[src/rtl/core/ctw_pkg.sv]
`default_nettype none

package ctw_pkg;

  // Action codes carried in the input tuser.
  localparam logic [1:0] ACT_RESEED = 2'd0;
  localparam logic [1:0] ACT_FRAC   = 2'd1;
  localparam logic [1:0] ACT_RANGE  = 2'd2;

  // Number of generator advances after a reseed.
  localparam int WARMUP_STEPS = 10;
  localparam int WARM_W       = 4;

  // Queue between the front and the back.
  localparam int QDEPTH = 4;
  localparam int QPTR_W = $clog2(QDEPTH);

  localparam int FRAC_W = 52;
  localparam int HALF_W = FRAC_W / 2;
  localparam int SPAN_W = 33;
  localparam int PROD_W = HALF_W + SPAN_W;

  // Minimum exponents of the four components, one byte each, lowest first.
  localparam logic [31:0] SEED_MINIMA = 32'h11090601;

  typedef logic [3:0][63:0] comp_words_t;

  localparam comp_words_t SEED_RESETS = {
    64'h00000000CC0000CC, 64'h00000000FF0000FF,
    64'h00000000CCCCCCCC, 64'h00000000FFFFFFFF
  };

  typedef enum logic [1:0] {
    KIND_RESEED = 2'd0,
    KIND_FRAC   = 2'd1,
    KIND_RANGE  = 2'd2,
    KIND_NONE   = 2'd3
  } kind_t;

  // One classified transaction waiting in the queue.
  typedef struct packed {
    kind_t                     kind;
    logic [31:0]               range_low;
    logic [SPAN_W-1:0]         span;
    logic                      err;
  } queue_entry_t;

  // One item leaving the generator for the scaling pipeline.
  typedef struct packed {
    logic [FRAC_W-1:0]         frac;
    logic [31:0]               range_low;
    logic [SPAN_W-1:0]         span;
    logic                      err;
  } work_t;

  // One step of a Tausworthe component with parameters (k, q, s).
  function automatic logic [63:0] tw_step(input logic [63:0] z, input int k,
                                          input int q, input int s);
    logic [63:0] keep;
    begin
      keep = ~64'd0 << (64 - k);
      return (((z << q) ^ z) >> (k - s)) ^ ((z & keep) << s);
    end
  endfunction

  // Advance all four components once.
  function automatic comp_words_t advance(input comp_words_t c);
    comp_words_t n;
    begin
      n[0] = tw_step(c[0], 63, 31, 18);
      n[1] = tw_step(c[1], 58, 19, 28);
      n[2] = tw_step(c[2], 55, 24, 7);
      n[3] = tw_step(c[3], 47, 21, 8);
      return n;
    end
  endfunction

  // Lift a seed word that lies below its component's minimum.
  function automatic logic [63:0] seed_lift(input logic [63:0] w, input int i);
    logic [63:0] m;
    begin
      m = 64'd1 << SEED_MINIMA[8*i +: 5];
      return (w < m) ? w + m : w;
    end
  endfunction

endpackage

`default_nettype wire

[src/rtl/core/ctw_scale.sv]
`default_nettype none

module ctw_scale (
  input  wire logic                  clk,
  input  wire logic                  rst,
  input  wire logic                  in_valid,
  output logic                       in_ready,
  input  wire ctw_pkg::work_t        in_item,
  output logic                       m_tvalid,
  input  wire logic                  m_tready,
  output logic [87:0]                m_tdata,  // fraction [51:0], ranged_value [83:52]
  output logic                       m_tuser   // range_error [0]
);
  import ctw_pkg::*;

  logic                      mul_valid;
  logic                      mul_ready;
  logic [PROD_W-1:0]         prod_hi;
  logic [PROD_W-1:0]         prod_lo;
  logic [FRAC_W-1:0]         mul_frac;
  logic [31:0]               mul_low;
  logic                      mul_err;
  logic                      out_ready;
  logic [PROD_W:0]           prod_sum;
  logic [FRAC_W-1:0]         out_frac;
  logic [31:0]               out_value;
  logic                      out_err;

  assign out_ready = !m_tvalid || m_tready;
  assign mul_ready = !mul_valid || out_ready;
  assign in_ready  = mul_ready;

  // Exact floor(frac * span / 2^52) from two half-width products.
  assign prod_sum = (PROD_W+1)'(prod_hi) + (PROD_W+1)'(prod_lo >> HALF_W);

  // Multiply stage.
  always_ff @(posedge clk) begin
    if (rst) begin
      mul_valid <= 1'b0;
    end else if (mul_ready) begin
      mul_valid <= in_valid;
    end
  end

  always_ff @(posedge clk) begin
    if (mul_ready && in_valid) begin
      prod_hi  <= PROD_W'(in_item.frac[FRAC_W-1:HALF_W]) * PROD_W'(in_item.span);
      prod_lo  <= PROD_W'(in_item.frac[HALF_W-1:0]) * PROD_W'(in_item.span);
      mul_frac <= in_item.frac;
      mul_low  <= in_item.range_low;
      mul_err  <= in_item.err;
    end
  end

  // Output register: add the range base to the scaled value.
  always_ff @(posedge clk) begin
    if (rst) begin
      m_tvalid <= 1'b0;
    end else if (out_ready) begin
      m_tvalid <= mul_valid;
    end
  end

  always_ff @(posedge clk) begin
    if (out_ready && mul_valid) begin
      out_frac  <= mul_frac;
      out_value <= mul_low + prod_sum[HALF_W +: 32];
      out_err   <= mul_err;
    end
  end

  assign m_tdata = {4'b0, out_value, out_frac};
  assign m_tuser = out_err;

endmodule

`default_nettype wire

[config.mk]
export PLATFORM = sky130hd
export DESIGN_NAME = ctw_scale
export DESIGN_NICKNAME = d
export VERILOG_FILES = /design/src/rtl/core/ctw_pkg.sv /design/src/rtl/core/ctw_scale.sv
export SDC_FILE = /design/constraint.sdc
export NUM_CORES = 2
export LEC_CHECK = 0
export BUFFER_PORTS_ARGS = -buffer_cell sky130_fd_sc_hd__buf_4
export CORE_ASPECT_RATIO = 0.5
export CORE_MARGIN = 5
export CORE_UTILIZATION = 33
export CTS_CLUSTER_DIAMETER = 60
export CTS_CLUSTER_SIZE = 25
export DETAILED_ROUTE_END_ITERATION = 6
export GPL_TIMING_DRIVEN = 0
export PLACE_DENSITY_LB_ADDON = 0.05
export SETUP_SLACK_MARGIN = 0.15
export SYNTH_ARGS = -nofsm -noshare
export SYNTH_HDL_FRONTEND = slang
export SYNTH_SLANG_ARGS = --single-unit
[constraint.sdc]
create_clock -name clk -period 12 [get_ports clk]
set_clock_uncertainty 0.2 [all_clocks]
set_input_delay 1.8 -clock clk [delete_from_list [all_inputs] [get_ports clk]]
set_output_delay 1.8 -clock clk [all_outputs]
set_load 0.02 [all_outputs]
# Yosys cells after proc, flatten, opt, wreduce, memory -nomap -nowiden
# Cells that the tools add are included.
[op_classes]
add_sub_neg = 2
multipliers = 2
div_mod_pow = 0
order_cmp = 0
n_eq_ne = 0
shift = 0
n_mux = 0
bitwise_logic = 0
n_reduce_logical = 6
[op_table]
columns = ["operator", "n"]
rows = [
  ["26-bit by 33-bit multiplier with 59-bit output", 1],
  ["58-bit by 33-bit adder with 58-bit output", 1],
  ["26-bit by 33-bit multiplier with 58-bit output", 1],
  ["32-bit adder", 1],
  ["1-bit logical AND", 2],
  ["1-bit zero test", 2],
  ["1-bit logical OR", 2],
]
[totals]
register_bits = 289
latchBits = 0
ramBits = 0
rom_bits = 0
n_memories = 0

# Depth between registers and ports, before layout
[logic_depth]
ltp_word = 4
depth_mapped = 28
ltp_nobuf = 26

# Least setup slack after synthesis
# Ideal clock, no wire load.
[synth_timing]
path_kind = "input-to-reg"
start = "input port in_item[28] in the netlist's numbering"
end = "register prod_lo[48], data pin"
setup_time_ns = 0.260
t_arrival_ns = 8.311
t_required_ns = 11.540
path_slack_ns = 3.229
stages = 26
path_cell_list = "clkbuf_1 > clkbuf_1 > nand2_1 > fa_1 > inv_1 > fa_1 > inv_1 > fa_1 > fa_1 > inv_1 > fa_1 > fa_1 > inv_1 > fa_1 > inv_1 > ha_1 > a21oi_2 > o21ai_1 > or4b_4 > a211oi_4 > a211oi_2 > o21a_4 > nor4b_4 > o31ai_2 > a221oi_2 > xnor2_1"
[synth_via]
elab_chain_len = 1
[synth_rtl]
columns = ["item", "line_no", "rtl"]
rows = [
  ["start: declaration", "ctw_scale.sv:8", "input wire ctw_pkg::work_t in_item,"],
  ["26-bit by 33-bit multiplier with 59-bit output", "ctw_scale.sv:48", "prod_lo <= PROD_W'(in_item.frac[HALF_W-1:0]) * PROD_W'(in_item.span);"],
  ["end signal: assignment", "ctw_scale.sv:48", ""],
  ["end: declaration", "ctw_scale.sv:19", "logic [PROD_W-1:0] prod_lo;"],
]
# Every way passes these cells.
# A chain may end at the register's enable or synchronous reset.

# Worst setup path after layout
[layout_timing]
start = "input port in_item[27] in the netlist's numbering"
end = "register prod_lo[40], data pin"
# The elaborated chain is that of the path after synthesis.

==> metrics.log <==
[metrics] worst slew pin tran: 1550 ps
[metrics] cell taking the most area after synthesis: sky130_fd_sc_hd__fa_1
[metrics] Critical Path Start: in_item[27]
[metrics] floorplan die width: 639 µm
[metrics] clk sinks: 263
[metrics] hold depth: 0
[metrics] number of antenna violations at the first check in global routing: 52
[metrics] met3 wire length: 23.7 mm
[metrics] Setup Buffers After CTS: 0
[metrics] final layout net count: 9094
[metrics] worst reg2reg startpoint: prod_hi[1]$_DFFE_PP_
[metrics] CP most frequent cell: sky130_fd_sc_hd__fa_1
[metrics] hold crit path type: reg2reg
[metrics] critical path's slowest cell: sky130_fd_sc_hd__xor2_1
[metrics] largest net degree at the start of global routing: 66
[metrics] synthesis-to-layout area growth: 9.55%
[metrics] Die Outline Area: 207000 µm²
[metrics] Tot GR Track Use: 0.271
[metrics] layout cell share with drive strength beyond 1: 0.0447
[metrics] first-pass GRT wire length: 398 mm
[metrics] final standard cell count with taps included and fillers excluded: 9708
[metrics] via total after detailed routing: 48737
[metrics] clock-pin slew on the worst setup and hold paths: 70 ps
[metrics] boundary pin count: 213
[metrics] number of rows created at floorplan: 115
[metrics] unique cell type count in the Yosys netlist: 77
[metrics] delay contributed by the slowest stage of the critical path: 1150 ps
[metrics] FF-to-FF End: out_value[20]$_DFFE_PP_
[metrics] type of element capturing the critical path: register
[metrics] leading post-synthesis cells by cell area: sky130_fd_sc_hd__fa_1 (46%), sky130_fd_sc_hd__edfxtp_1 (12%), sky130_fd_sc_hd__inv_1 (9.1%)
[metrics] placed cells: 9634
[metrics] share of Yosys cell area claimed by the top area cell type: 0.455
[metrics] total DRC errors in the routed layout: 0
[metrics] Avg Cell Area, Syn: 9.61 µm²
[metrics] final hold violations: 0
[metrics] via count of the first global-routing pass: 52160
[metrics] most numerous cell in the Yosys netlist: sky130_fd_sc_hd__inv_1
[metrics] hold_buf cts: 0
[metrics] WL/cell: 28.9 µm
[metrics] uppermost layer routed: met5
[metrics] Antenna Violating Nets Remaining: 0
[metrics] Detailed Routing Iterations Pass 1: 6
[metrics] footprint of the multi-input gates: 50100 µm²
[metrics] largest buffer count on any clock path: 3
[metrics] final setup fails: 0
[metrics] ratio of final minimum period to clock period: 0.972
[metrics] TritonCTS buffer count: 30
[metrics] Placer Congestion: 0.936
[metrics] most common flop cell mapped by yosys: sky130_fd_sc_hd__edfxtp_1
[metrics] total placed instance area: 70200 µm²
[metrics] Congestion Overflow GR: 0
[metrics] unrepaired setup endpoints after global routing: false
[metrics] worst reg2reg path depth: 22
[metrics] total wire length: 281 mm
[metrics] CP max FO: 10
[metrics] total routed wire length on the met1 layer: 134 mm
[metrics] cell depth of the worst setup path: 25
[metrics] number of instances in the synthesized netlist: 6789
[metrics] maximum clock frequency: 85.7 MHz
[metrics] kind of launch point of the worst setup path: input pin
[metrics] CTS tree: built
[metrics] I/O Buffers: 201
[metrics] post-route standard cell area excluding fillers: 71400 µm²
[metrics] kind of critical path: in2reg
[metrics] failing checks: max-capacitance violations, max-slew violations
[metrics] worst endpoint required time: 12060 ps
[metrics] Post-synth EDFFs: 261
[metrics] YS warnings: 0
[metrics] minimum period implied by the final worst setup slack: 11660 ps
[metrics] chip height: 324 µm
[metrics] clock latency at the later pin of the worst-skew pair: 670 ps
[metrics] number of fill cells: 20230
[metrics] termination of the worst setup path: prod_lo[40]$_DFFE_PP_
[metrics] register-to-register setup slack: 5350 ps
[metrics] sequential standard cell area: 7880 µm²
[metrics] number of synthesized register bits: 263
[metrics] outcome: finished, violations left
[metrics] buffering stage count on the worst path with inverters included: 7
[metrics] Max Cap Viol: 7
[metrics] number of max-slew violations in the final report: 49
[metrics] number of levels in the clock H-tree: 1
[metrics] leading cell types by count after synthesis: sky130_fd_sc_hd__inv_1 (1581), sky130_fd_sc_hd__fa_1 (1483), sky130_fd_sc_hd__and2_1 (926)
[metrics] buffer cell driving the clock tree root: sky130_fd_sc_hd__clkbuf_16
[metrics] gate family responsible for the most delay along the worst path: adder cells
[metrics] worst-case headroom to the max-slew limit: -0.0363
[metrics] sequential element share of the synthesized area: 0.121
[metrics] endpoint arrival time on the critical path: 11720 ps
[metrics] starting density of the core: 0.332
[metrics] drt initial violations: 4305
[metrics] standard cell core area: 197000 µm²
[metrics] number of gates resized after cts: 0
[metrics] share of synthesized flip-flops with an asynchronous set or reset: 0
[metrics] detailed-routed wire length on met2: 116 mm
[metrics] netlist area before placement: 65200 µm²
[metrics] via/cell ratio: 5.02
[metrics] placed wire-length estimate: 236 mm
==> how the worst min path moves through the flow <==
stage / slack, ps / endpoint / startpoint
3_3_place_gp: 200 / out_frac[25]$_DFFE_PP_ / mul_frac[25]$_DFFE_PP_
2_1_floorplan: 200 / m_tuser$_DFFE_PP_ / mul_err$_DFFE_PP_
6_report: 210 / out_frac[2]$_DFFE_PP_ / mul_frac[2]$_DFFE_PP_
4_1_cts: 210 / out_frac[2]$_DFFE_PP_ / mul_frac[2]$_DFFE_PP_
3_5_place_dp: 200 / out_frac[9]$_DFFE_PP_ / mul_frac[9]$_DFFE_PP_
5_1_grt: 230 / out_frac[22]$_DFFE_PP_ / mul_frac[22]$_DFFE_PP_
==> placed cells by master, fill, tap and decap left out, types with 18 or more instances in the layout <==
master and n:
sky130_fd_sc_hd__inv_1 1581, sky130_fd_sc_hd__fa_1 1483, sky130_fd_sc_hd__and2_1 925, sky130_fd_sc_hd__nand2_1 874
sky130_fd_sc_hd__ha_1 450, sky130_fd_sc_hd__clkbuf_1 347, sky130_fd_sc_hd__edfxtp_1 261, sky130_fd_sc_hd__buf_4 206
sky130_fd_sc_hd__a21oi_1 150, sky130_fd_sc_hd__xnor2_1 97, sky130_fd_sc_hd__a21o_1 81, sky130_fd_sc_hd__nor2_1 72
sky130_fd_sc_hd__o21ai_0 51, sky130_fd_sc_hd__xor2_1 43, sky130_fd_sc_hd__nand3_1 37, sky130_fd_sc_hd__clkbuf_16 30
sky130_fd_sc_hd__and3_1 29, sky130_fd_sc_hd__nand4_1 26, sky130_fd_sc_hd__o21a_1 23, sky130_fd_sc_hd__o21ai_1 21
sky130_fd_sc_hd__o21bai_1 19, sky130_fd_sc_hd__a211oi_1 18
==> metrics by stage <==
stage	util	TNS (ps)	hold WS (ps)	worst slack, ps
after CTS	0.363	0	213	347
after detailed placement	0.357	-1300	205	-369
after global routing	0.363	0	225	403
after floorplan	-	0	200	3230
final	0.363	0	213	336
after global placement	0.356	-1720	200	-358
==> registers in the layout, indices dropped and copies added, names as in the netlist <==
signal and count:
m_tuser 1, m_tvalid 1, mul_err 1, mul_frac 52, mul_low 32, mul_valid 1
out_frac 52, out_value 32, prod_hi 58, prod_lo 33
==> per-layer routing <==
| layer | up-vias | track usage |
|---|---|---|
| met5 | - | 0 |
| met4 | 8 | 0.0566 |
| met3 | 286 | 0.0551 |
| met2 | 1836 | 0.393 |
| met1 | 26069 | 0.414 |
| li1 | 20538 | - |
==> kinds of logic (layout without fill, tap and decap cells) <==
group | after synthesis | after routing | synth area share
other cells | 1 | 18 | 0.0000575
buf+inv | 1946 | 2216 | 0.112
compound gates | 451 | 451 | 0.0453
fa+ha+maj | 1933 | 1933 | 0.542
xor+xnor | 145 | 145 | 0.0195
mux | 1 | 1 | 0.000154
simple gates | 2049 | 2049 | 0.160
flops | 263 | 263 | 0.121
==> layout make-up <==
type,instances,area share
Antenna cell,14,0.000490
Tap cell,2632,0.0461
Inverter,1581,0.0831
Timing Repair Buffer,215,0.0243
Buffer,365,0.0197
Sequential cell,263,0.110
Clock buffer,31,0.0106
Clock inverter,24,0.00462
Multi-Input combinational cell,4583,0.701
Power is left out: the tool's default activity adds up to more than one toggle a clock period on the data nets, which glitch-free logic cannot reach.
