**src/rtl/core/ctw_pkg.sv**
```systemverilog
`default_nettype none

package ctw_pkg;

  // Action codes carried in the input tuser.
  localparam logic [1:0] ACT_RESEED = 2'd0;
  localparam logic [1:0] ACT_FRAC   = 2'd1;
  localparam logic [1:0] ACT_RANGE  = 2'd2;

  // Number of generator advances after a reseed.
  localparam int WARMUP_STEPS = 10;
  localparam int WARM_W       = 4;

  // Queue between the front and the back.
  localparam int QDEPTH = 4;
  localparam int QPTR_W = $clog2(QDEPTH);

  localparam int FRAC_W = 52;
  localparam int HALF_W = FRAC_W / 2;
  localparam int SPAN_W = 33;
  localparam int PROD_W = HALF_W + SPAN_W;

  // Minimum exponents of the four components, one byte each, lowest first.
  localparam logic [31:0] SEED_MINIMA = 32'h11090601;

  typedef logic [3:0][63:0] comp_words_t;

  localparam comp_words_t SEED_RESETS = {
    64'h00000000CC0000CC, 64'h00000000FF0000FF,
    64'h00000000CCCCCCCC, 64'h00000000FFFFFFFF
  };

  typedef enum logic [1:0] {
    KIND_RESEED = 2'd0,
    KIND_FRAC   = 2'd1,
    KIND_RANGE  = 2'd2,
    KIND_NONE   = 2'd3
  } kind_t;

  // One classified transaction waiting in the queue.
  typedef struct packed {
    kind_t                     kind;
    logic [31:0]               range_low;
    logic [SPAN_W-1:0]         span;
    logic                      err;
  } queue_entry_t;

  // One item leaving the generator for the scaling pipeline.
  typedef struct packed {
    logic [FRAC_W-1:0]         frac;
    logic [31:0]               range_low;
    logic [SPAN_W-1:0]         span;
    logic                      err;
  } work_t;

  // One step of a Tausworthe component with parameters (k, q, s).
  function automatic logic [63:0] tw_step(input logic [63:0] z, input int k,
                                          input int q, input int s);
    logic [63:0] keep;
    begin
      keep = ~64'd0 << (64 - k);
      return (((z << q) ^ z) >> (k - s)) ^ ((z & keep) << s);
    end
  endfunction

  // Advance all four components once.
  function automatic comp_words_t advance(input comp_words_t c);
    comp_words_t n;
    begin
      n[0] = tw_step(c[0], 63, 31, 18);
      n[1] = tw_step(c[1], 58, 19, 28);
      n[2] = tw_step(c[2], 55, 24, 7);
      n[3] = tw_step(c[3], 47, 21, 8);
      return n;
    end
  endfunction

  // Lift a seed word that lies below its component's minimum.
  function automatic logic [63:0] seed_lift(input logic [63:0] w, input int i);
    logic [63:0] m;
    begin
      m = 64'd1 << SEED_MINIMA[8*i +: 5];
      return (w < m) ? w + m : w;
    end
  endfunction

endpackage

`default_nettype wire

```
**src/rtl/core/ctw_queue.sv**
```systemverilog
`default_nettype none

module ctw_queue (
  input  wire logic                  clk,
  input  wire logic                  rst,
  input  wire logic                  push,
  input  wire ctw_pkg::queue_entry_t push_entry,
  output logic                       full,
  input  wire logic                  pop,
  output logic                       head_valid,
  output ctw_pkg::queue_entry_t      head
);
  import ctw_pkg::*;

  queue_entry_t      slots [QDEPTH];
  logic [QPTR_W-1:0] wr_ptr;
  logic [QPTR_W-1:0] rd_ptr;
  logic [QPTR_W:0]   count;

  assign full       = (count == (QPTR_W+1)'(QDEPTH));
  assign head_valid = (count != '0);
  assign head       = slots[rd_ptr];

  // Pointers and fill level.
  always_ff @(posedge clk) begin
    if (rst) begin
      wr_ptr <= '0;
      rd_ptr <= '0;
      count  <= '0;
    end else begin
      if (push) begin
        wr_ptr <= wr_ptr + 1'b1;
      end
      if (pop) begin
        rd_ptr <= rd_ptr + 1'b1;
      end
      if (push && !pop) begin
        count <= count + 1'b1;
      end else if (pop && !push) begin
        count <= count - 1'b1;
      end
    end
  end

  // Entry storage.
  always_ff @(posedge clk) begin
    if (push) begin
      slots[wr_ptr] <= push_entry;
    end
  end

endmodule

`default_nettype wire

```
**config.mk**
```make
export PLATFORM = sky130hd
export DESIGN_NAME = ctw_queue
export DESIGN_NICKNAME = d
export VERILOG_FILES = /design/src/rtl/core/ctw_pkg.sv /design/src/rtl/core/ctw_queue.sv
export SDC_FILE = /design/constraint.sdc
export NUM_CORES = 1
export LEC_CHECK = 0
export BUFFER_PORTS_ARGS = -buffer_cell sky130_fd_sc_hd__clkbuf_2
export CAP_MARGIN = 40
export CORE_MARGIN = 2
export CORE_UTILIZATION = 61
export DETAILED_ROUTE_END_ITERATION = 10
export GPL_TIMING_DRIVEN = 1
export PLACE_DENSITY = 0.84
export REMOVE_ABC_BUFFERS = 1
export SYNTH_ARGS = -nofsm -noshare
export SYNTH_HDL_FRONTEND = slang
export SYNTH_SLANG_ARGS = --single-unit
```
**constraint.sdc**
```tcl
create_clock -name clk -period 3.9 [get_ports clk]
set_input_delay 0.195 -clock clk [delete_from_list [all_inputs] [get_ports clk]]
set_output_delay 0.195 -clock clk [all_outputs]
set_load 0.1 [all_outputs]
```
; Yosys cells after proc, flatten, opt, wreduce, memory -nomap -nowiden
; Memories as Yosys holds them, arrays and structs flattened. A register that Yosys moved wholly into a read port is not among the register bits.
; Cells that the tools add are included.
[classes]
eq_ne = 1
n_reduce_logical = 6
addsub = 4
n_mux = 6
[ops]
columns = op, n
row1 = $mux W3, 2
row2 = $add A2 B1 Y2 const B, 2
row3 = $mux W2, 2
row4 = $add A3 B1 Y3 const B, 1
row5 = $eq A3 B3 Y1 const B, 1
row6 = $reduce_bool A3 Y1, 1
row7 = $sub A3 B1 Y3 const B, 1
row8 = $logic_and A1 B1 Y1, 2
row9 = $logic_not A1 Y1, 2
row10 = $mux W1, 2
row11 = $reduce_bool A2 Y1, 1
[word_totals]
input_bits = 72
mem_bits_rw = 272
mem_count = 1
regBits = 7
elab_cells = 21
[mem_list]
columns = memory, words, word_bits, read_ports, rd_clocked_by_memory_dff, write_ports, line
row1 = slots, 4, 68, 1, 1, 1, ctw_queue.sv:15  ; queue_entry_t slots [QDEPTH];

; Depth between registers and ports, before layout
; Gate-level depths: netlist of the first run.
[depth]
depth_word = 4
ltp_mapped = 7
depth_no_buf = 7

; Worst setup path after synthesis of the first run
; Ideal clock, no wire load.
[synth_timing]
path_kind = register to output
startpoint = register count[0]
endpoint = output full
path_stages_with_launch = 2
path_buffers = 0
arrival_ns = 2.547
slack_ns = 1.158
cell_sequence = dfxtp_1 -> nor3b_1
[synth_via]
elab_chain_cells = 1
[synth_rtl]
columns = element, line
row1 = start: declaration, ctw_queue.sv:18  ; logic [QPTR_W:0] count;
row2 = start signal: assignment, ctw_queue.sv:38  ; count <= count + 1'b1;
row3 = start signal: assignment, ctw_queue.sv:40  ; count <= count - 1'b1;
row4 = $eq A3 B3 Y1, ctw_queue.sv:20  ; assign full = (count == (QPTR_W+1)'(QDEPTH));
row5 = end: declaration, ctw_queue.sv:8  ; output logic full,
; No other way between the ends.

==> metrics.md, run 1 <==
| Metric | Value |
|---|---|
| Max incr delay on CP | about 0.74 ns |
| # IOs | 142 |
| VDD IR max | approximately 0.4 mV |
| Post-Route WL | between 15 and 20 mm |
| Post-synthesis register bit count | 281 |
| Clock tree sinks | 281 |
| Gr usage total | 0.227 |
| # diodes | 0 |
| Row cnt | 47 |
| Hold slack | 0.0275 ns |
| Vias | 4951 |
| Ys async rst share | 0 |
| Drt pass-1 iters | 4 |
| Final hold vios | 0 |
| Max Transition Viols Final | 0 |
| Pre-CTS WS | 1.52 ns |
| Antenna violations before repair | 0 |
| Iter 0 DRT Violations | 309 |
| Combinational share of power | 0.197 |
| Clock slew at reported path FFs | 0.06 ns |
| CTS root buf | clkbuf_16 |
| Vias per inst | about 5.7 |
| WP depth | 3 |
| Setup TNS | 0 ns |
| Area of the multi-input gates | 1770 µm² |
| Final min period | roughly 2.8 ns |
| IO Port Bufs | between 100 and 150 |
| CTS Buffer Depth | 3 |
| Mapped cell area | 10300 µm² |
| Power share of the clock group | 0.325 |
| Clk_lat worst skew | between 0.5 and 0.6 ns |
| CTS Hold Bufs | 69 |
| Switching share of power | 0.298 |
| Final HPWL DP | 10.9 mm |
| DRC Markers | 0 |
| CP Max Fanout | 40 |
| Synth Warn # | 0 |
| PnR worst setup slack | 1.07 ns |
| Hold depth | 3 |
| H-tree Lvls | 1 |
| NumNets Final | 706 |
| Die H | roughly 130 µm |
| R2R cell count | 4 |
| Synth area leaders | edfxtp_1 80%, mux4_2 15%, dfxtp_1 1.8% |
| Psw | 0.00220 W |
| Gp weighted congestion | 0.746 |
| RSZ-0062 raised after global routing | no |
| Full die area | between 15000 and 20000 µm² |
| Average cell area after synthesis | 25.7 µm² |
| CTS resizes | 0 |
| Pin count of the biggest net entering global routing | 52 |
| Internal power | a little over 0.005 W |
| Antenna viol nets, final | 0 |
| Slew @ Worst Pin | 0.597 ns |
| Achievable Freq | 0.354 GHz |
| Syn Inst Count | 400 |
| Grt ovf | 0 |
| Global-route wire length before repair | 30.3 mm |
| Core area | between 15000 and 20000 µm² |
| Number of global-route vias before repair | 5413 |
| Sequential share of power | 0.478 |
| WP data arrival | 2.63 ns |
| Most common library cells after synthesis | 272 x edfxtp_1, 68 x mux4_2, 9 x dfxtp_1 |
| Slowest stage cell, crit path | dfxtp_4 |
| Relative slew slack | 0.602 |
| CP Capture Type | output port |
| Cell area after placement | 11300 µm² |
| Setup CP Type | flop to output port |
| Pleak | 4.40 nW |
| HP Class | input pin to flop |
| Post-synth EDFFs | 272 |
| Area Overhead vs Synth | 24.3% |
| Skew final | approximately 0.0048 ns |
| Crit-path cells | buf_12 > mux4_2 > clkbuf_2 |
| Starting Density | 0.621 |
| Fillers | 866 |
| Num CTS Buffers | 27 |
| Critical Path RT | 3.70 ns |
| Share of layout cells above drive strength 1 | 0.394 |
| Top_reg_cell synth | edfxtp_1 |
| PD cells | 580 nW/µm² |
| WL/cell | 22.9 µm |
| Status | completed |
| Die W | around 130 µm |
| Top-count cell post-synth | edfxtp_1 |
| Post-CTS setup buffer count | 0 |
| Cell area after layout | 12800 µm² |
| Max Cap Violations | 0 |
| Buf/Inv on CP | 2 |
| Area share of the largest cell type after synthesis | 0.796 |
| Final setup viols | 0 |
| CP top delay family | buffers and inverters |
| Yosys top cell by area | edfxtp_1 |
| CP Launch Type | flop |
| FF/Latch Area | 8360 µm² |
| Yosys cell types | 21 |
| Final worst-path cycle share | 0.725 |
| CTS tree | done |
| Sequential share of the synthesized area | 0.813 |
## per-stage QoR
| step | utilization | power (W) | std cells |
|---|---|---|---|
| 2_1_floorplan | - | 0.00474 | 383 |
| 3_3_place_gp | 0.674 | 0.00495 | 745 |
| 3_5_place_dp | 0.681 | 0.00500 | 750 |
| 4_1_cts | 0.772 | 0.00745 | 865 |
| 5_1_grt | 0.772 | 0.00761 | 865 |
| 6_report | 0.772 | 0.00740 | 865 |
## registers in the layout, summed over array words and instances, names as in the netlist, named ones only
register  flops
count         3
rd_ptr        2
slots       272
wr_ptr        2
## power groups by stage
| stage | clock [W] | combinational (W) | sequential [W] |
|---|---|---|---|
| 3_5_place_dp | 0 | 0.00140 | 0.00360 |
| 6_report | 0.00241 | 0.00146 | 0.00354 |
| 5_1_grt | 0.00255 | 0.00151 | 0.00355 |
| 2_1_floorplan | 0 | 0.00113 | 0.00361 |
| 4_1_cts | 0.00245 | 0.00147 | 0.00353 |
| 3_3_place_gp | 0 | 0.00135 | 0.00360 |
## logic make-up (layout without fill, tap and decap cells)
logic type               Yosys count  after routing  synth area share
buffers and inverters             21            266            0.0151
multiplexers                      70             70             0.151
flip-flops                       281            281             0.813
AO/OA/AOI/OAI                      2              2          0.000974
AND/OR/NAND/NOR                   15             15           0.00731
adder cells (fa/ha/maj)            6              6           0.00804
XOR/XNOR                           5              5           0.00427
## cells in the final DEF, fill, tap and decap left out, drive strengths merged
cell type / Yosys / routed
mux4: 68 / 68
edfxtp: 272 / 272
fa: 1 / 1
a21oi: 1 / 1
ha: 5 / 5
buf: 12 / 6
dfxtp: 9 / 9
inv: 4 / 4
bufinv: 0 / 2
xor2: 3 / 3
and2: 4 / 4
mux2i: 2 / 2
or3: 2 / 2
xnor2: 2 / 2
o21ai: 1 / 1
clkinv: 0 / 8
nor2: 7 / 7
clkinvlp: 0 / 2
nand2: 1 / 1
dlygate4sd3: 0 / 69
clkbuf: 5 / 175
nor3b: 1 / 1
## worst paths after layout
kind                  endpoint  startpoint  slack [ns]
setup reg to reg  slots[0][23]   wr_ptr[0]        2.15
hold reg to reg      rd_ptr[0]   rd_ptr[0]        0.57
hold / removal       rd_ptr[0]         pop        0.03
setup / recovery      head[53]        flop        1.07
## layer usage
layer / part of all wire / vias up / track usage
met4: 0.019 / 0 / 0.0573
met5: 0 / - / 0
met1: 0.39 / 2537 / 0.297
met3: 0.065 / 34 / 0.0487
met2: 0.52 / 222 / 0.395
li1: - / 2158 / -
## worst min-delay path: stages
cell,delay (ns)
clkbuf_2,0.12
xnor2_1,0.09
nor2_1,0.09
## cell type report
type | instances | share of cell area
clock buffer | 34 | 0.0550
clock inverter | 12 | 0.00843
inverter | 4 | 0.00118
multi-input combinational | 98 | 0.139
sequential | 281 | 0.655
tap | 220 | 0.0216
timing repair buffer | 216 | 0.120
No activity file was read; power rests on OpenSTA's default activity.
==> run 2: changes to the inputs <==
--- a/config.mk
+++ b/config.mk
@@ -8,10 +8,10 @@
 export BUFFER_PORTS_ARGS = -buffer_cell sky130_fd_sc_hd__clkbuf_2
 export CAP_MARGIN = 40
 export CORE_MARGIN = 2
-export CORE_UTILIZATION = 61
+export CORE_UTILIZATION = 57
 export DETAILED_ROUTE_END_ITERATION = 10
 export GPL_TIMING_DRIVEN = 1
-export PLACE_DENSITY = 0.84
+export PLACE_DENSITY = 0.79
 export REMOVE_ABC_BUFFERS = 1
 export SYNTH_ARGS = -nofsm -noshare
 export SYNTH_HDL_FRONTEND = slang
==> constraint.sdc (replaced) <==
create_clock -name clk -period 2.7 [get_ports clk]
set_input_delay 0.135 -clock clk [delete_from_list [all_inputs] [get_ports clk]]
set_output_delay 0.135 -clock clk [all_outputs]
set_load 0.1 [all_outputs]
==> run 2 against run 1 <==
Final cell count rose by 2.2%. Utilization fell by 5.1 points. Final area rose by 0.78%. Clock skew rose by 0.0084 ns. Power rose by 45%. Register-to-register slack got worse by 1.2 ns. Clock-buffer cell count fell by 2. First-iteration DRC count fell by 6.8%. Critical path type unchanged.
==> metrics.md, run 2 (synthesis results as in run 1) <==
| Metric | Value |
|---|---|
| Pre-CTS WS | 0.858 ns (-0.666 ns) |
| Final HPWL DP | 10.7 mm (-2.5%) |
| Clk_lat worst skew | 0.53 ns (+0.02 ns) |
| Gp weighted congestion | 0.722 (-3.2%) |
| Share of layout cells above drive strength 1 | 0.400 (+0.00620) |
| PD cells | 836 nW/µm² (+44%) |
| CTS resizes | 0 (unchanged) |
| Hold slack | 0.363 ns (+0.336 ns) |
| Clock tree sinks | 281 (unchanged) |
| Die W | 138 µm (+3.3%) |
| Die H | 138 µm (+3.3%) |
| R2R cell count | 3 (-1) |
| Final core utilization | 0.721 (-0.0514) |
| CTS Buffer Depth | 3 (unchanged) |
| Crit-path cells | buf_12 > mux4_2 > clkbuf_2 |
| VDD IR max | 0.595 mV (+52%) |
| Max Transition Viols Final | 0 (unchanged) |
| Largest registers | slots (272), count (3) |
| Antenna viol nets, final | 0 (unchanged) |
| Setup CP Type | flop to output port |
| Max Cap Violations | 0 (unchanged) |
| Max incr delay on CP | 0.56 ns (-0.18 ns) |
| Most flop-heavy register | slots |
| Commonest non-fill, non-tap cell in the layout | edfxtp_1 |
| Iter 0 DRT Violations | 288 (-6.8%) |
| Antenna violations before repair | 0 (unchanged) |
| CTS root buf | clkbuf_16 |
| DP Cell Count | 762 (+1.6%) |
| CP top delay family | buffers and inverters |
| Number of global-route vias before repair | 5506 (+1.7%) |
| Finished Layout Cells | 884 (+2.2%) |
| CP Max Fanout | 47 (+18%) |
| R2r startpoint | wr_ptr[0] |
| Hold Crit Start | push_entry[17] |
| Post-CTS setup buffer count | 0 (unchanged) |
| Buf/Inv on CP | 2 (unchanged) |
| Global-route wire length before repair | 29.7 mm (-1.9%) |
| IO Port Bufs | 141 (unchanged) |
| Slew @ Worst Pin | 0.575 ns (-0.0214 ns) |
| WP data arrival | 2.23 ns (-0.40 ns) |
| Clock slew at reported path FFs | 0.06 ns (about the same) |
| Slowest stage cell, crit path | dfxtp_4 |
| Most frequent cells in the layout | 272 x edfxtp_1, 141 x clkbuf_2, 72 x dlygate4sd3_1, 68 x mux4_2, 29 x clkbuf_16 |
| Grt ovf | 0 (unchanged) |
| Final Total Pwr | 0.0107 W (+45%) |
| Num CTS Buffers | 28 (+3.7%) |
| CP Launch Type | flop |
| Area Overhead vs Synth | 25.3% |
| # diodes | 0 (unchanged) |
| CP Capture Type | output port |
| Final min period | 2.37 ns |
| Vias per inst | 5.56 (-2.9%) |
| Hold depth | 2 (-1) |
| WL/cell | 21.2 µm (-7.3%) |
| Full die area | 19100 µm² (+6.8%) |
| Relative slew slack | 0.618 (+0.0159) |
| Largest register FFs | 272 (unchanged) |
| Critical Path RT | 2.57 ns (-1.13 ns) |
| RSZ-0062 raised after global routing | no |
| Pleak | 4.45 nW (+1.3%) |
| PnR worst setup slack | 0.334 ns (-0.738 ns) |
| DRC Markers | 0 (unchanged) |
| CTS tree | done |
| # IOs | 142 (unchanged) |
| Vias | 4911 (-0.81%) |
| Hold endpoint | slots[0][17] |
| Drt pass-1 iters | 4 (unchanged) |
| NumNets Final | 713 (+0.99%) |
| Final hold vios | 0 (unchanged) |
| Gr usage total | 0.200 (-0.0267) |
| Achievable Freq | ~0.42 GHz |
| Status | completed |
| Row cnt | 49 (+4.3%) |
| Pin count of the biggest net entering global routing | 48 (-7.7%) |
| Final setup viols | 0 (unchanged) |
| R2r setup slk | 0.97 ns (-1.18 ns) |
| Final worst-path cycle share | 0.876 |
| H-tree Lvls | 1 (unchanged) |
| Post-Route WL | 18.8 mm (-5.2%) |
| Starting Density | 0.575 (-0.0458) |
| Core area | 17800 µm² (+8.0%) |
| Reg2reg end | slots[1][35] |
| Skew final | 0.0132 ns (+0.00844 ns) |
| HP Class | input pin to flop |
==> run 2: changes by cell type in the layout (fill, tap and decap cells not counted), moves of 3 or more <==
cell	before	now
clkinv_1	6	9
clkbuf_1	7	3
buf_12	4	7
clkinv_2	2	6
dlygate4sd3_1	69	72
==> run 2: worst register-to-register path, stage by stage (launching register included) <==
cell and delay [ns]:
dfxtp_1 0.40, ha_1 0.17, and2_4 0.48, buf_12 0.33
==> run 2: what timing repair did <==
item                                    CTS  global route
endpoints found under the hold margin   281             0
hold buffers                             72             0
endpoints found under the setup margin    0             0
==> run 2: area by class of cell <==
| cell class | instances | area [µm²] |
|---|---|---|
| clock buffers | 32 | 737 |
| clock inverters | 18 | 110 |
| fillers | 1031 | 4980 |
| inverters | 4 | 15.0 |
| multi-input cells | 98 | 1770 |
| flip-flops and latches | 281 | 8360 |
| well taps | 229 | 287 |
| repair buffers | 222 | 1580 |
==> run 2: worst max path at each step <==
stage	from	end	slack (ns)	cells after the start
global placement	flop	head[49]	0.87	3
global route	flop	head[28]	0.24	3
finish	flop	head[28]	0.33	3
CTS	flop	head[28]	0.28	3
detailed placement	flop	head[49]	0.86	3
floorplan	flop	head[0]	-1.25	1
==> run 2: layer usage <==
layer	vias up	global-route usage	part of all wire
met1	2530	0.270	0.41
met3	36	0.0395	0.061
met4	0	0.0559	0.021
met5	-	0	0
li1	2172	-	-
met2	173	0.341	0.50
==> run 2: per-stage QoR <==
stage,area (µm²),TNS [ns]
2_1_floorplan,10100,-85.24
3_3_place_gp,11300,0
3_5_place_dp,11300,0
4_1_cts,12900,0
5_1_grt,12900,0
6_report,12900,0
==> run 2: report_power, final <==
part	leakage, nW	switching [W]	total [W]	internal [W]
registers	2.57	0.0000704	0.00508	0.00501
clock network	0.417	0.00150	0.00354	0.00204
logic	1.46	0.00164	0.00213	0.000495
