--- config.mk ---
export PLATFORM = sky130hd
export DESIGN_NAME = ctw_gen
export DESIGN_NICKNAME = d
export VERILOG_FILES = /design/src/rtl/core/ctw_pkg.sv /design/src/rtl/core/ctw_gen.sv
export SDC_FILE = /design/constraint.sdc
export NUM_CORES = 1
export LEC_CHECK = 0
export BUFFER_PORTS_ARGS = -buffer_cell sky130_fd_sc_hd__buf_2
export CORE_MARGIN = 5
export CORE_UTILIZATION = 35
export CTS_CLUSTER_DIAMETER = 50
export CTS_CLUSTER_SIZE = 12
export DETAILED_ROUTE_END_ITERATION = 10
export HOLD_SLACK_MARGIN = 0.1
export PLACE_DENSITY = 0.58
export SLEW_MARGIN = 10
export SYNTH_ARGS = -nofsm -noshare
export SYNTH_HDL_FRONTEND = slang
export SYNTH_SLANG_ARGS = --single-unit
--- constraint.sdc ---
create_clock -name clk -period 6.69 [get_ports clk]
set_input_delay 0.669 -clock clk [delete_from_list [all_inputs] [get_ports clk]]
set_output_delay 0.669 -clock clk [all_outputs]
set_load 0.01 [all_outputs]
--- src/rtl/core/ctw_pkg.sv ---
`default_nettype none

package ctw_pkg;

  // Action codes carried in the input tuser.
  localparam logic [1:0] ACT_RESEED = 2'd0;
  localparam logic [1:0] ACT_FRAC   = 2'd1;
  localparam logic [1:0] ACT_RANGE  = 2'd2;

  // Number of generator advances after a reseed.
  localparam int WARMUP_STEPS = 10;
  localparam int WARM_W       = 4;

  // Queue between the front and the back.
  localparam int QDEPTH = 4;
  localparam int QPTR_W = $clog2(QDEPTH);

  localparam int FRAC_W = 52;
  localparam int HALF_W = FRAC_W / 2;
  localparam int SPAN_W = 33;
  localparam int PROD_W = HALF_W + SPAN_W;

  // Minimum exponents of the four components, one byte each, lowest first.
  localparam logic [31:0] SEED_MINIMA = 32'h11090601;

  typedef logic [3:0][63:0] comp_words_t;

  localparam comp_words_t SEED_RESETS = {
    64'h00000000CC0000CC, 64'h00000000FF0000FF,
    64'h00000000CCCCCCCC, 64'h00000000FFFFFFFF
  };

  typedef enum logic [1:0] {
    KIND_RESEED = 2'd0,
    KIND_FRAC   = 2'd1,
    KIND_RANGE  = 2'd2,
    KIND_NONE   = 2'd3
  } kind_t;

  // One classified transaction waiting in the queue.
  typedef struct packed {
    kind_t                     kind;
    logic [31:0]               range_low;
    logic [SPAN_W-1:0]         span;
    logic                      err;
  } queue_entry_t;

  // One item leaving the generator for the scaling pipeline.
  typedef struct packed {
    logic [FRAC_W-1:0]         frac;
    logic [31:0]               range_low;
    logic [SPAN_W-1:0]         span;
    logic                      err;
  } work_t;

  // One step of a Tausworthe component with parameters (k, q, s).
  function automatic logic [63:0] tw_step(input logic [63:0] z, input int k,
                                          input int q, input int s);
    logic [63:0] keep;
    begin
      keep = ~64'd0 << (64 - k);
      return (((z << q) ^ z) >> (k - s)) ^ ((z & keep) << s);
    end
  endfunction

  // Advance all four components once.
  function automatic comp_words_t advance(input comp_words_t c);
    comp_words_t n;
    begin
      n[0] = tw_step(c[0], 63, 31, 18);
      n[1] = tw_step(c[1], 58, 19, 28);
      n[2] = tw_step(c[2], 55, 24, 7);
      n[3] = tw_step(c[3], 47, 21, 8);
      return n;
    end
  endfunction

  // Lift a seed word that lies below its component's minimum.
  function automatic logic [63:0] seed_lift(input logic [63:0] w, input int i);
    logic [63:0] m;
    begin
      m = 64'd1 << SEED_MINIMA[8*i +: 5];
      return (w < m) ? w + m : w;
    end
  endfunction

endpackage

`default_nettype wire

--- src/rtl/core/ctw_gen.sv ---
`default_nettype none

module ctw_gen (
  input  wire logic                  clk,
  input  wire logic                  rst,
  input  wire logic                  cfg_we,
  input  wire logic [1:0]            cfg_index,
  input  wire logic [63:0]           cfg_data,
  input  wire logic                  head_valid,
  input  wire ctw_pkg::queue_entry_t head,
  output logic                       pop,
  output logic                       out_valid,
  input  wire logic                  out_ready,
  output ctw_pkg::work_t             out_item
);
  import ctw_pkg::*;

  comp_words_t       seed;
  comp_words_t       comp;
  comp_words_t       comp_adv;
  comp_words_t       lifted;
  logic              busy;
  logic [WARM_W-1:0] warm_count;
  logic [63:0]       mix;
  work_t             item_next;

  // Next component words and the combined output word.
  assign comp_adv = advance(comp);
  assign mix      = comp_adv[0] ^ comp_adv[1] ^ comp_adv[2] ^ comp_adv[3];

  always_comb begin
    for (int i = 0; i < 4; i++) begin
      lifted[i] = seed_lift(seed[i], i);
    end
  end

  // Take the next transaction when not warming up and the slot frees.
  assign pop = head_valid && !busy && (!out_valid || out_ready);

  always_comb begin
    item_next.range_low = head.range_low;
    item_next.span      = head.span;
    item_next.err       = head.err;
    if (head.kind == KIND_FRAC || head.kind == KIND_RANGE) begin
      item_next.frac = mix[FRAC_W-1:0];
    end else begin
      item_next.frac = '0;
    end
  end

  // Seed registers, generator state and the warm-up sequencer.
  always_ff @(posedge clk) begin
    if (rst) begin
      seed       <= SEED_RESETS;
      comp       <= SEED_RESETS;
      busy       <= 1'b0;
      warm_count <= '0;
      out_valid  <= 1'b0;
    end else begin
      if (cfg_we) begin
        seed[cfg_index] <= cfg_data;
      end
      if (busy) begin
        comp       <= comp_adv;
        warm_count <= warm_count + 1'b1;
        if (warm_count == WARM_W'(WARMUP_STEPS - 1)) begin
          busy <= 1'b0;
        end
      end else if (pop) begin
        case (head.kind)
          KIND_RESEED: begin
            comp       <= lifted;
            warm_count <= '0;
            busy       <= (WARMUP_STEPS != 0);
          end
          KIND_FRAC, KIND_RANGE: begin
            comp <= comp_adv;
          end
          default: begin
            comp <= comp;
          end
        endcase
      end
      if (pop) begin
        out_valid <= 1'b1;
      end else if (out_ready) begin
        out_valid <= 1'b0;
      end
    end
  end

  // Item handed to the scaling pipeline.
  always_ff @(posedge clk) begin
    if (pop) begin
      out_item <= item_next;
    end
  end

  a_no_pop_while_busy: assert property (@(posedge clk) disable iff (rst)
    busy |-> !pop)
    else $error("transaction taken during warm-up");

  a_reseed_starts_warmup: assert property (@(posedge clk) disable iff (rst)
    (pop && head.kind == KIND_RESEED) |=> (busy || WARMUP_STEPS == 0))
    else $error("reseed did not start warm-up");

  a_warm_count_bound: assert property (@(posedge clk) disable iff (rst)
    busy |-> (warm_count < WARM_W'(WARMUP_STEPS)))
    else $error("warm-up count out of range");

  a_item_held: assert property (@(posedge clk) disable iff (rst)
    (out_valid && !out_ready) |=> (out_valid && $stable(out_item)))
    else $error("stalled item changed");

endmodule

`default_nettype wire

After elaboration in Yosys (flattened, before gate mapping)

Index checks and enable logic that the tools add are counted.

Add/sub/neg operators: 5
Magnitude comparators: 6
Equality and inequality tests: 3
Multiplexer cells: 19
Bitwise logic cells: 11
Reduce and logical (&&, ||, !) cells: 15

Operators by type and width:

| cell                     | number |
|---|---|
| $mux W256                | 2 |
| $pmux W256 S2            | 1 |
| $mux W64                 | 5 |
| $bwmux W256              | 1 |
| $xor A64 B64 Y64         | 4 |
| $xor A52 B52 Y52         | 3 |
| $demux W64 S2            | 1 |
| $add A64 B10 Y64 const B | 1 |
| $add A64 B18 Y64 const B | 1 |
| $add A64 B2 Y64 const B  | 1 |
| $add A64 B7 Y64 const B  | 1 |
| $lt A64 B10 Y1 const B   | 1 |
| $lt A64 B18 Y1 const B   | 1 |
| $lt A64 B2 Y1 const B    | 1 |
| $lt A64 B7 Y1 const B    | 1 |
| $xor A16 B64 Y64         | 1 |
| $xor A19 B64 Y64         | 1 |
| $xor A25 B64 Y64         | 1 |
| $xor A34 B64 Y64         | 1 |
| $mux W4                  | 3 |
| $mux W1                  | 6 |
| $reduce_bool A2 Y1       | 3 |
| $add A4 B1 Y4 const B    | 1 |
| $eq A4 B4 Y1 const B     | 1 |
| other kinds (11)         | 16 |

Bits in registers: 636
Bits of input ports: 139
Output and inout bits: 120
Word-level logic and storage cells: 74

Depth between registers and ports, before layout

Gate-level depths: netlist of the first run.

Depth after elaboration: 5
Depth in mapped cells: 10
Depth with buffers taken out: 7

Least setup slack after synthesis of the first run

No wires, ideal clock.

Path type: input port to flip-flop
From: input out_ready
To: register warm_count[2]
Library setup time: 132 ps
Data arrival time: 7294 ps
Required time: 6558 ps
Setup slack: -736 ps
Cell stages on the path: 5
Path buffers: 0
Cell sequence: nand2b_1 -> nor2b_1 -> a21oi_1 -> o21ai_0 -> a21oi_1

Longest elaborated chain between the ends: 4

RTL lines:

| element                      | RTL line      | text |
|---|---|---|
| from (decl)                  | ctw_gen.sv:13 | `input wire logic out_ready,` |
| $logic_or A1 B1 Y1           | ctw_gen.sv:38 | `assign pop = head_valid && !busy && (!out_valid \|\| out_ready);` |
| $logic_and A1 B1 Y1          | ctw_gen.sv:38 |  |
| net pop                      | ctw_gen.sv:11 | `output logic pop,` |
| $reduce_bool A2 Y1 (no line) | -             |  |
| $reduce_and A2 Y1 (no line)  | -             |  |
| to (signal assigned)         | ctw_gen.sv:65 | `warm_count <= warm_count + 1'b1;` |
| to (decl)                    | ctw_gen.sv:23 | `logic [WARM_W-1:0] warm_count;` |

The timed path passes the listed nets, and every way through them passes these cells.
A chain may end at the register's enable or synchronous reset.

Final worst setup path of the first run

From: register busy
To: output pop

Longest elaborated chain between the ends: 3

RTL lines:

| element                           | RTL line      | text |
|---|---|---|
| from (decl)                       | ctw_gen.sv:22 | `logic busy;` |
| from (signal assigned)            | ctw_gen.sv:74 | `busy <= (WARMUP_STEPS != 0);` |
| $logic_not A1 Y1                  | ctw_gen.sv:38 |  |
| $logic_and A1 B1 Y1 (2 in series) | ctw_gen.sv:38 |  |
| to (decl)                         | ctw_gen.sv:11 |  |

Every way passes these cells.

==> results by group, run 1 <==
Placed design
  • Detail Placement HPWL: between 60 and 70 mm
  • Place WS: approximately 3000 ps
  • Placer Congestion: about 0.91
  • Count of input and output buffers: about 260

Finish
  • Area grow syn2layout: 16.5%
  • Layout cells sized above 1: a little under a fifth
  • Area of the multi-input gates: approximately 12000 um2
  • Final core utilization: about 41%
  • Register area: roughly 13000 um2
  • Final-layout fill cell count: ~7000
  • Commonest non-fill, non-tap cell in the layout: nand2_1
  • Nets: about 3000
  • Commonest non-fill, non-tap cells in the layout: nand2_1 (825), dfxtp_1 (452), buf_2 (256), xnor2_1 (213), a21oi_1 (203)

GRT
  • Vias in the first global route: 19640
  • Global-route wire length before repair: between 100 and 150 mm
  • Initial antenna violation count: 13
  • Gr usage total: about 23%
  • Global-route congestion overflow total: 0
  • Largest net degree at the start of global routing: 165

Routing
  • Wire length on met2: between 40 and 50 mm
  • WL met3: between 9 and 10 mm
  • WL final: 93.5 mm
  • Wire per inst: approximately 24 um
  • Number of antenna-violating nets in the routed design: 0
  • DRT Pass-1 Iters: 6
  • Met1 WL: 39.9 mm
  • Vias per inst: between 5 and 6
  • Top sig layer: met5
  • Number of remaining DRC errors: 0
  • Initial DRC count: around 2700
  • Total number of vias: ~21000

STA
  • Slew Limit Fails: 0
  • Final setup fails: 0
  • Crit share post-route: between 40% and 50%
  • Worst Skew: approximately 28 ps
  • Slew margin rel.: 22.0%
  • Setup TNS: 0 ps
  • Fin. Hold Viols: 0
  • Max Fclk: between 300 and 400 MHz
  • Tightest Pin Transition: 1170 ps
  • Final min period: about 3300 ps
  • Post-route setup slack: 3440 ps
  • RSZ-0062 raised after global routing: no

Logic synthesis
  • Gate Count Post-Synth: 2769
  • Number of synthesized register bits: between 500 and 600
  • Mapped Area: 25300 um2
  • Seq/Total Area, Yosys: 49.8%
  • Mean Syn Cell Area: approximately 9 um2
  • Top FF cell, synth: dfxtp_1
  • Syn Nets: 2916
  • Ys Warns: 0
  • Synth async-reset ratio: 0%
  • Synth unique cells: 46
  • EDFF count, synth: around 120

Worst setup path
  • Critical path class: reg -> out
  • Critical Path Sink Type: output pin
  • Critical Path RT: around 6000 ps
  • Worst Setup Start Kind: flop
  • Crit path DAT: 2580 ps
  • CP max FO: approximately 60
  • R2R Setup Slk: 3780 ps

Floorplanning
  • DIE HEIGHT: 279 um
  • Die ar.: 77700 um2
  • Effective utilization at floorplan: a little over a third
  • Core ar.: 71600 um2
  • Row count: about 100
  • DIE WIDTH: about 280 um
  • I/O pin cnt: about 260

Power
  • Pleak: 10.5 nW
  • Max IR drop VDD: 0.200 mV
  • Total power: slightly above 10 mW
  • P per Cell Area: between 300 and 400 nW/um2

Status
  • Outcome: completed

CTS
  • CTS root buf: clkbuf_16
  • Clock Sinks: 570
  • CTS tree: built
  • CTS Hold Buffers Added: 0
  • Post-cts sizing count: 0
  • Worst-Skew Late Latency: just over 600 ps
  • Htree depth: 3
  • Clk slew on worst S/H paths: approximately 60 ps
  • Max Buffers Root-to-Sink: 3
  • Post-CTS Setup Repair Bufs: 0
  • TritonCTS Buffers: 71

Run
  • Max cap viols: 0

Min path
  • Min-delay worst type: in -> reg
[critical path, cell delays in order, from the launching register on]
cell	delay, ps
dfxtp_1	480
nand2b_1	280
nor2b_4	320
buf_4	620
buf_2	250
[per-layer routing]
metal | vias up | GRT usage (%)
li1 | 9728 | -
met1 | 10158 | 32.4
met2 | 1002 | 35.3
met3 | 180 | 4.99
met4 | 14 | 8.51
met5 | - | 0
[registers in the layout (all words and copies together), names as in the netlist]
signal and cells:
comp 223, seed 223, out_item 118, busy 1, out_valid 1, warm_count 4
[kinds of logic (layout without fill, tap and decap cells)]
kind of cell               after synthesis  in the layout  synth area share [%]
and+or+nand+nor                       1259           1259                  21.4
DFF                                    570            570                  49.8
AOI/OAI and AO/OA                      469            469                  15.8
xor gates and xnor gates               251            251                  8.70
buffers and inverters                  211            411                  3.93
adders and majority gates                8              8                 0.396
muxes                                    1              1                0.0396
other                                    0              3                     0
[synth_stat cells (25+ instances only)]
master      n  area, um2
nand2_1   825       3100
clkbuf_1  139        522
and2_1     42        263
nor4_1     53        332
dfxtp_1   452       9050
a311oi_2  132       1980
a211o_1    29        254
xor2_1     38        333
a211oi_1   33        248
xnor2_1   213       1870
buf_2      34        170
edfxtp_1  118       3540
nand3b_1   59        443
o21ai_0    25        125
nor2_1    188        706
a21oi_1   203       1020
[path summary, 6_finish.rpt]
kind | cells after the start | to | from
worst min register to register | 2 | seed[36] | seed[36]
worst min-delay path | 1 | out_item[53] | head[53]
worst max register to register | 5 | comp[87] | busy
worst max-delay path | 4 | pop | busy
[stage by stage]
step / cells / hold slack, ps / instance area [um2]
after floorplan: 2769 / 447 / 25300
after global placement: 3792 / 458 / 27100
after detailed placement: 3792 / 463 / 27100
after CTS: 3919 / 186 / 29400
after global routing: 3920 / 205 / 29400
final: 3922 / 223 / 29400
[power by group]
part           internal (mW)  total (mW)  switching [mW]
logic                  0.723        2.04            1.32
registers               3.85        4.15           0.302
clock network           2.28        3.88            1.60
total                   6.85        10.1            3.21
[layout make-up]
class / count / share of cell area [%]
inverter: 5 / 0.0637
clock inverter: 35 / 1.35
clock buffer: 92 / 6.72
multi-input combinational: 1988 / 39.9
sequential: 570 / 42.8
timing repair buffer: 279 / 5.18
antenna: 3 / 0.0255
tap: 950 / 4.04
Power figures use the tool's default switching activity.
==> inputs of run 2 (changes only) <==
--- a/config.mk
+++ b/config.mk
@@ -5,6 +5,7 @@
 export SDC_FILE = /design/constraint.sdc
 export NUM_CORES = 1
 export LEC_CHECK = 0
+export ABC_AREA = 1
 export BUFFER_PORTS_ARGS = -buffer_cell sky130_fd_sc_hd__buf_2
 export CORE_MARGIN = 5
 export CORE_UTILIZATION = 35
@@ -12,7 +13,7 @@
 export CTS_CLUSTER_SIZE = 12
 export DETAILED_ROUTE_END_ITERATION = 10
 export HOLD_SLACK_MARGIN = 0.1
-export PLACE_DENSITY = 0.58
+export PLACE_DENSITY = 0.56
 export SLEW_MARGIN = 10
 export SYNTH_ARGS = -nofsm -noshare
 export SYNTH_HDL_FRONTEND = slang
==> constraint.sdc (replaced) <==
create_clock -name clk -period 3.2 [get_ports clk]
set_input_delay 0.32 -clock clk [delete_from_list [all_inputs] [get_ports clk]]
set_output_delay 0.32 -clock clk [all_outputs]
set_load 0.01 [all_outputs]
==> run 2 against run 1 <==
Against the previous run: sequential share of layout area shrank 1.3 points; synthesized cell count increased by 7.9%; power increased by 110%; combinational power up 100%; via count up 7.2%; highest routed layer unchanged; area after synthesis fell by 3.8%; critical path type is now reg -> reg.
==> results by group, run 2 <==
Power
  • Pleak: 12.0 nW
  • Clk network pwr share: 40.6%
  • NetSw: a little under 7 mW
  • Total power: roughly 22 mW
  • Sw Share: 31.7%
  • Gate power share: 19.1%
  • Seq pwr share: between 40% and 50%
  • Max IR drop VDD: between 0.4 and 0.5 mV
  • P per Cell Area: between 700 and 800 nW/um2
  • Cell Int Power: 14.7 mW

GRT
  • Initial antenna violation count: 9
  • Global-route congestion overflow total: 0
  • Largest net degree at the start of global routing: around 160
  • Gr usage total: 26.2%
  • Global-route wire length before repair: roughly 140 mm
  • Vias in the first global route: between 20000 and 25000

Placed design
  • Post-DP Area: 26600 um2
  • Placer Congestion: approximately 0.99
  • Detail Placement HPWL: ~72 mm
  • Count of input and output buffers: 257

Finish
  • Commonest non-fill, non-tap cell in the layout: a21oi_1
  • Final-layout fill cell count: roughly 6900
  • Area grow syn2layout: 24.8%
  • Largest regs: comp x223, seed x223, out_item x118
  • Design Area, Final: 30300 um2
  • Commonest non-fill, non-tap cells in the layout: a21oi_1 (468), dfxtp_1 (452), nor2_1 (443), o21ai_0 (407), nand2_1 (375)
  • Layout cells sized above 1: about 14%
  • Nets: 3440

CTS
  • TritonCTS Buffers: 75
  • Worst-Skew Late Latency: 640 ps
  • Clock Sinks: between 500 and 600
  • Post-cts sizing count: 0
  • CTS Hold Buffers Added: between 100 and 150
  • Max Buffers Root-to-Sink: 3
  • CTS root buf: clkbuf_16
  • Htree depth: 3
  • Clk slew on worst S/H paths: approximately 60 ps
  • CTS tree: built
  • Post-CTS Setup Repair Bufs: 0

Logic synthesis
  • Syn Nets: 3135
  • Seq/Total Area, Yosys: between 50% and 60%
  • Top FF cell, synth: dfxtp_1
  • Synth async-reset ratio: 0%
  • Mux cell area share after synthesis: less than 1%
  • Largest family of logic cells by synthesized area: compound AO/OA/AOI/OAI gates
  • Most instantiated library cell after synthesis: a21oi_1
  • Number of synthesized register bits: 570
  • Post-synth top cells: a21oi_1 (468), dfxtp_1 (452), nor2_1 (444)
  • Mapped Area: about 24000 um2
  • Simple-Gate Fraction of Synth Area: between 15 and 20%
  • Post-Synth XOR/XNOR Area: ~7.5%
  • Synth Area in Adders: less than 1%
  • Gate Count Post-Synth: 2988
  • Share of the synthesized area in the top cell type: a little under two fifths
  • Synth unique cells: 29
  • Synth Area in Compound Gates: about a fifth
  • Ys Warns: 0
  • Area contributors post-synth: dfxtp_1 (37%), edfxtp_1 (15%), a21oi_1 (9.6%)
  • EDFF count, synth: approximately 120
  • Leading area contributor after synthesis: dfxtp_1
  • Mean Syn Cell Area: approximately 8.1 um2

STA
  • Max Fclk: 406 MHz
  • Final min period: 2460 ps
  • Slew margin rel.: about 40%
  • Slew Limit Fails: 0
  • RSZ-0062 raised after global routing: no
  • Final setup fails: 0
  • Setup TNS: 0 ps
  • Fin. Hold Viols: 0
  • Worst Skew: ~40 ps
  • Crit share post-route: 76.9%
  • Tightest Pin Transition: about 880 ps

Routing
  • DRT Pass-1 Iters: 6
  • Number of antenna-violating nets in the routed design: 0
  • Initial DRC count: between 2000 and 3000
  • Total number of vias: ~23000
  • Wire per inst: between 20 and 25 um
  • Number of remaining DRC errors: 0
  • WL final: about 100 mm
  • Vias per inst: around 5.3

Worst setup path
  • Family with the most delay on the worst path: buffers and inverters
  • CP Buf/Inv Count: 5
  • Worst Setup Start Kind: flop
  • R2R Setup Slk: roughly 740 ps
  • Crit path DAT: between 2000 and 3000 ps
  • CP max FO: 40
  • CP max stage cell: o21ai_4
  • Max incr delay on CP: slightly below 600 ps
  • Critical path class: reg -> reg
  • Critical Path Sink Type: flop
  • Worst path cell trace: buf_4 > nor2_4 > inv_4 > o21ai_4 > inv_4 > buf_12 > buf_4 > o21ai_0 > a21oi_1
  • Critical Path RT: approximately 3700 ps

Floorplanning
  • I/O pin cnt: 259
  • Core ar.: between 60000 and 70000 um2
  • DIE WIDTH: approximately 270 um
  • DIE HEIGHT: 274 um
  • Effective utilization at floorplan: 35.4%
  • Row count: 96
  • Die ar.: 74800 um2

Run
  • Max cap viols: 0

Min path
  • Min-delay worst type: in -> reg

Status
  • Outcome: completed
[run 2: cell families after synthesis]
family / count (synthesis)
buffers and inverters: 323
AO/OA/AOI/OAI: 945
flip-flops: 570
adder cells (fa/ha/maj): 8
multiplexers: 3
AND/OR/NAND/NOR: 930
XOR/XNOR: 209
[run 2: tightest hold or removal path, delay by kind of cell]
kind / cells / cell delay (ps)
AND/OR/NAND/NOR: 2 / 180
buffers and inverters: 1 / 210
[run 2: area by class of cell]
class / instances / area (um2) / share of cell area [%]
Sequential cell: 570 / 12600 / 41.5
Multi-Input combinational cell: 2095 / 10500 / 34.5
Timing Repair Buffer: 424 / 3050 / 10.1
Clock buffer: 92 / 2010 / 6.63
Tap cell: 931 / 1160 / 3.84
Clock inverter: 43 / 574 / 1.89
Inverter: 127 / 493 / 1.62
Antenna cell: 1 / 2.50 / 0.00825
[run 2: worst paths after layout]
check,depth (start not counted),endpoint,start
min reg2reg,2,comp[42],seed[42]
max,9,comp[166],busy
max reg2reg,9,comp[166],busy
min,3,seed[164],cfg_data[36]
[run 2: metal layers]
| metal | up-vias | global-route usage [%] | share of wire [%] | wire, um |
|---|---|---|---|---|
| met2 | 1184 | 38.9 | 42 | 42800 |
| met1 | 10631 | 36.1 | 42 | 42400 |
| met5 | - | 0 | 0.026 | 27 |
| met4 | 4 | 11.7 | 5.8 | 5870 |
| met3 | 206 | 6.28 | 11 | 11000 |
| li1 | 10577 | - | - | - |
[run 2: stage by stage]
step           hold slack (ps)  instances  utilization (%)  worst slack (ps)
2_1_floorplan              419       2988                -               339
3_3_place_gp               450       4028             38.7               500
3_5_place_dp               450       4028             38.7               499
4_1_cts                    102       4282             44.2               748
5_1_grt                    114       4282             44.2               639
6_report                   128       4283             44.2               739
[run 2: power by group through the flow]
stage	Sequential, mW	Combinational, mW	Clock (mW)
after global routing	8.74	4.39	9.24
final	8.71	4.12	8.75
after floorplan	8.67	2.21	0
after global placement	8.83	3.88	0
after detailed placement	8.84	3.90	0
after CTS	8.68	4.04	8.88
